===== src/hdl/tslc_bucket_mod.sv =====
// ---------------------------------------------------------------------------
// tslc_bucket_mod
// Bucket index: key hash modulo BUCKETS, by its low bits for a power-of-two BUCKETS, else by reciprocal multiplication.
// ---------------------------------------------------------------------------
`default_nettype none
module tslc_bucket_mod #(
  parameter int unsigned BUCKETS = 1024,
  parameter int unsigned AW      = 10
) (
  input  wire logic          clk,
  input  wire logic          rst,
  input  wire logic          start,
  input  wire logic [30:0]   value,
  output logic               done,
  output logic [AW-1:0]      bucket
);

  generate
    if ((BUCKETS & (BUCKETS - 1)) == 0) begin : g_pow2
      logic [AW-1:0] idx;
      always_ff @(posedge clk) begin
        if (rst) begin
          done <= 1'b0;
        end else begin
          done <= start;
        end
        if (start) begin
          idx <= (BUCKETS > 1) ? value[AW-1:0] : '0;
        end
      end
      assign bucket = idx;
    end else begin : g_div
      // quotient = (value * ceil(2^SH / BUCKETS)) >> SH, exact for 31-bit values
      localparam int unsigned     SH    = 31 + $clog2(BUCKETS);
      localparam longint unsigned NUM   = 64'd1 << SH;
      localparam longint unsigned RECIP = (NUM + 64'(BUCKETS) - 64'd1) / 64'(BUCKETS);
      localparam logic [31:0]     MREC  = 32'(RECIP);
      localparam logic [30:0]     BMUL  = 31'(BUCKETS);
      logic          stage1;
      logic          stage2;
      logic [30:0]   val_q;
      logic [62:0]   prod;
      logic [30:0]   quot;
      logic [30:0]   qmul;
      logic [30:0]   rem;

      assign quot = 31'(prod >> SH);
      assign qmul = quot * BMUL;

      always_ff @(posedge clk) begin
        if (rst) begin
          stage1 <= 1'b0;
          stage2 <= 1'b0;
          done   <= 1'b0;
        end else begin
          stage1 <= start;
          stage2 <= stage1;
          done   <= stage2;
        end
        if (start) begin
          val_q <= value;
        end
        if (stage1) begin
          prod <= 63'(val_q) * 63'(MREC);
        end
        if (stage2) begin
          rem <= val_q - qmul;
        end
      end
      assign bucket = rem[AW-1:0];
    end
  endgenerate

endmodule
`default_nettype wire


===== config.mk =====
export PLATFORM = sky130hd
export DESIGN_NAME = tslc_bucket_mod
export DESIGN_NICKNAME = d
export VERILOG_FILES = /design/src/hdl/tslc_bucket_mod.sv
export SDC_FILE = /design/constraint.sdc
export NUM_CORES = 1
export LEC_CHECK = 0
export BUFFER_PORTS_ARGS = -buffer_cell sky130_fd_sc_hd__buf_4
export CAP_MARGIN = 25
export CELL_PAD_IN_SITES_DETAIL_PLACEMENT = 1
export CELL_PAD_IN_SITES_GLOBAL_PLACEMENT = 1
export CORE_AREA = 2 2 45 47
export DETAILED_ROUTE_END_ITERATION = 10
export DIE_AREA = 0 0 47 49
export HOLD_SLACK_MARGIN = 0.1
export PLACE_DENSITY_LB_ADDON = 0.1
export SYNTH_ARGS = -nofsm -noshare
export SYNTH_HDL_FRONTEND = slang
export SYNTH_SLANG_ARGS = --single-unit

===== constraint.sdc =====
create_clock -name clk -period 0.8 [get_ports clk]
set_clock_uncertainty 0.15 [all_clocks]
set_input_delay 0.12 -clock clk [delete_from_list [all_inputs] [get_ports clk]]
set_output_delay 0.12 -clock clk [all_outputs]
set_load 0.03 [all_outputs]

==> flow_summary.ini <==
[outcome]
status = finished, violations left
failed_checks = hold timing, setup timing

[floorplanning]
die_y_microns = 49
pin_count = 45
core_region_area_sq_mm = 0.00184
die_w_microns = 47
rows = 16
fp.dieArea_sq_mm = 0.00230
start_util = 0.181

[yosys]
synthCells = 12
synthTopCellsByArea = edfxtp_1, dfxtp_1, nor2b_4
async_reset_ff_frac = 0
syn_area_sq_um = 334
synth_common_cells = edfxtp_1, dfxtp_1, nor2b_4
syn_nets = 46
yosysTopAreaCell = edfxtp_1
synth_cell_type_count = 3
postSynthAreaPerCell_sq_um = 27.8
synth_top_area_frac = 0.899
synthFlopType = edfxtp_1
synth_seq_cells = 11
ys.warnings.count = 0
synth-edff-count = 10
yosysSeqAreaShare = 0.959
yosysMostFrequentCell = edfxtp_1

[timing]
min_period_ns = 1.07
min_period_over_period = 1.34
finalSetupTns_ns = -2.79
worst_pin_slew_ns = 0.145
fmax_mhz = 934
finalWorstSetupSlack_ns = -0.271
drv_slew = 0
whs_ns = -0.143
rsz0062_at_grt = yes
max_slew_margin = 0.903
final-hold-violation-count = 11
finalSetupViolCount = 11

[worst_setup_path]
critPathKind = register to output port
cp.arrival_ns = 0.80
cp_slowest_cell = edfxtp_1
path_cells = buf_6
crit_family = flip-flops
critPathBufInv = 1
crit_path_end_kind = output port
cp_slowest_stage_delay_ns = 0.39
path_max_fanout = 1
required_ns = 0.53
worst_setup_path_start_kind = register

[grt]
globalRouteMet2Util = 0.0936
track_usage = 0.0686
top_usage_layer = met2
grt_pass1_wl_mm = 1.04
grt_overflow = 0
antenna_found_initial = 0
grt_pass1_vias = 239
grt_use_met1 = 0.0657
grt_use_met3 = 0.0407
grt_max_degree = 12

[detailed_routing]
avgViaCountPerCell = 3.30
avgRoutedWirePerCell_microns = 9.61
routed_wl_microns = 634
vias = 218
final_antenna_net_count = 0
initialDrtViolationCount = 1
drt_first_pass_iters = 2
drcViolationCount = 0

[power_and_ir_drop]
power_density_mw_per_mm2 = 2140
vdd.ir_drop.worst_mv = 0.854
p_leak_uw = 0.000253

[finish]
fill_cells = 208
drive_gt1_frac = 0.718
nets = 74
syn_to_final_growth_pct = 82.4
final_cells = 66
n_antenna_cell = 0

[clock_network]
cts_root_buffer = clkbuf_4
cts.sinks = 11
cts_buffers = 3
cts.htree.levels = 1
clkSlewWorstSetupHoldPaths_ns = 0.07
clockBufferDepth = 2
post_cts_buffers = 0
cts_tree = yes

[run]
cap_viol_max_count = 0

[worst_hold_path]
holdPathStages = 2
hold_start = rst
hold_class = input pin to register
hold_end = done$_SDFF_PP0_

[place]
gp_congestion = 0.568
numPortBuffers = 23
placed_cells = 62
==> report_power, final <==
part | switching [uW] | total (uW) | internal [uW] | leakage (uW)
registers | 18.4 | 694 | 676 | 0.000106
clock network | 178 | 371 | 192 | 0.0000150
logic | 119 | 237 | 117 | 0.000132
total | 316 | 1300 | 986 | 0.000253
==> layout make-up <==
class | instances | area (sq um) | share of cell area
tap | 27 | 33.8 | 0.0554
sequential | 11 | 322 | 0.528
multi-input combinational | 1 | 13.8 | 0.0226
clock buffer | 4 | 26.3 | 0.0431
timing repair buffer | 23 | 214 | 0.351
==> sequential cells by signal, indices dropped and copies added, names as in the netlist <==
name,cells
bucket,10
done,1
==> cell usage in the layout, fill, tap and decap left out <==
cell type and instances:
edfxtp_1 10, buf_4 12, clkbuf_4 3, dfxtp_2 1
buf_6 11, nor2b_4 1, clkbuf_1 1
==> stage by stage <==
step	util	setup WS (ns)	cell area, sq um	power, uW
4_1_cts	0.331	-0.288	609	1320
5_1_grt	0.331	-0.314	609	1380
3_3_place_gp	0.293	0.0139	541	910
2_1_floorplan	-	0.0344	334	794
3_5_place_dp	0.293	0.00122	541	913
6_report	0.331	-0.271	609	1300
==> logic make-up after synthesis <==
logic type    Yosys count  synth area share
flops                  11             0.959
simple gates            1            0.0412
==> per-layer routing <==
| layer | wire length (microns) | share of wire |
|---|---|---|
| met1 | 211 | 0.33 |
| met2 | 339 | 0.53 |
| met3 | 74 | 0.12 |
| met4 | 10 | 0.016 |
| met5 | 0 | 0 |
==> what timing repair did <==
action	4_1_cts	5_1_grt
endpoints found under the setup margin	11	11
hold endpoints to repair	21	21
gates resized for setup	12	0
pin swaps	0	0
==> worst max-delay path by stage <==
stage / start / endpoint / cells after the start
after floorplan: bucket[0]$_DFFE_PP_ / bucket[0] / 0
after global placement: bucket[0]$_DFFE_PP_ / bucket[0] / 1
after detailed placement: bucket[4]$_DFFE_PP_ / bucket[4] / 1
after CTS: bucket[4]$_DFFE_PP_ / bucket[4] / 1
after global routing: bucket[2]$_DFFE_PP_ / bucket[2] / 1
final: bucket[8]$_DFFE_PP_ / bucket[8] / 1
Power figures use the tool's default switching activity.
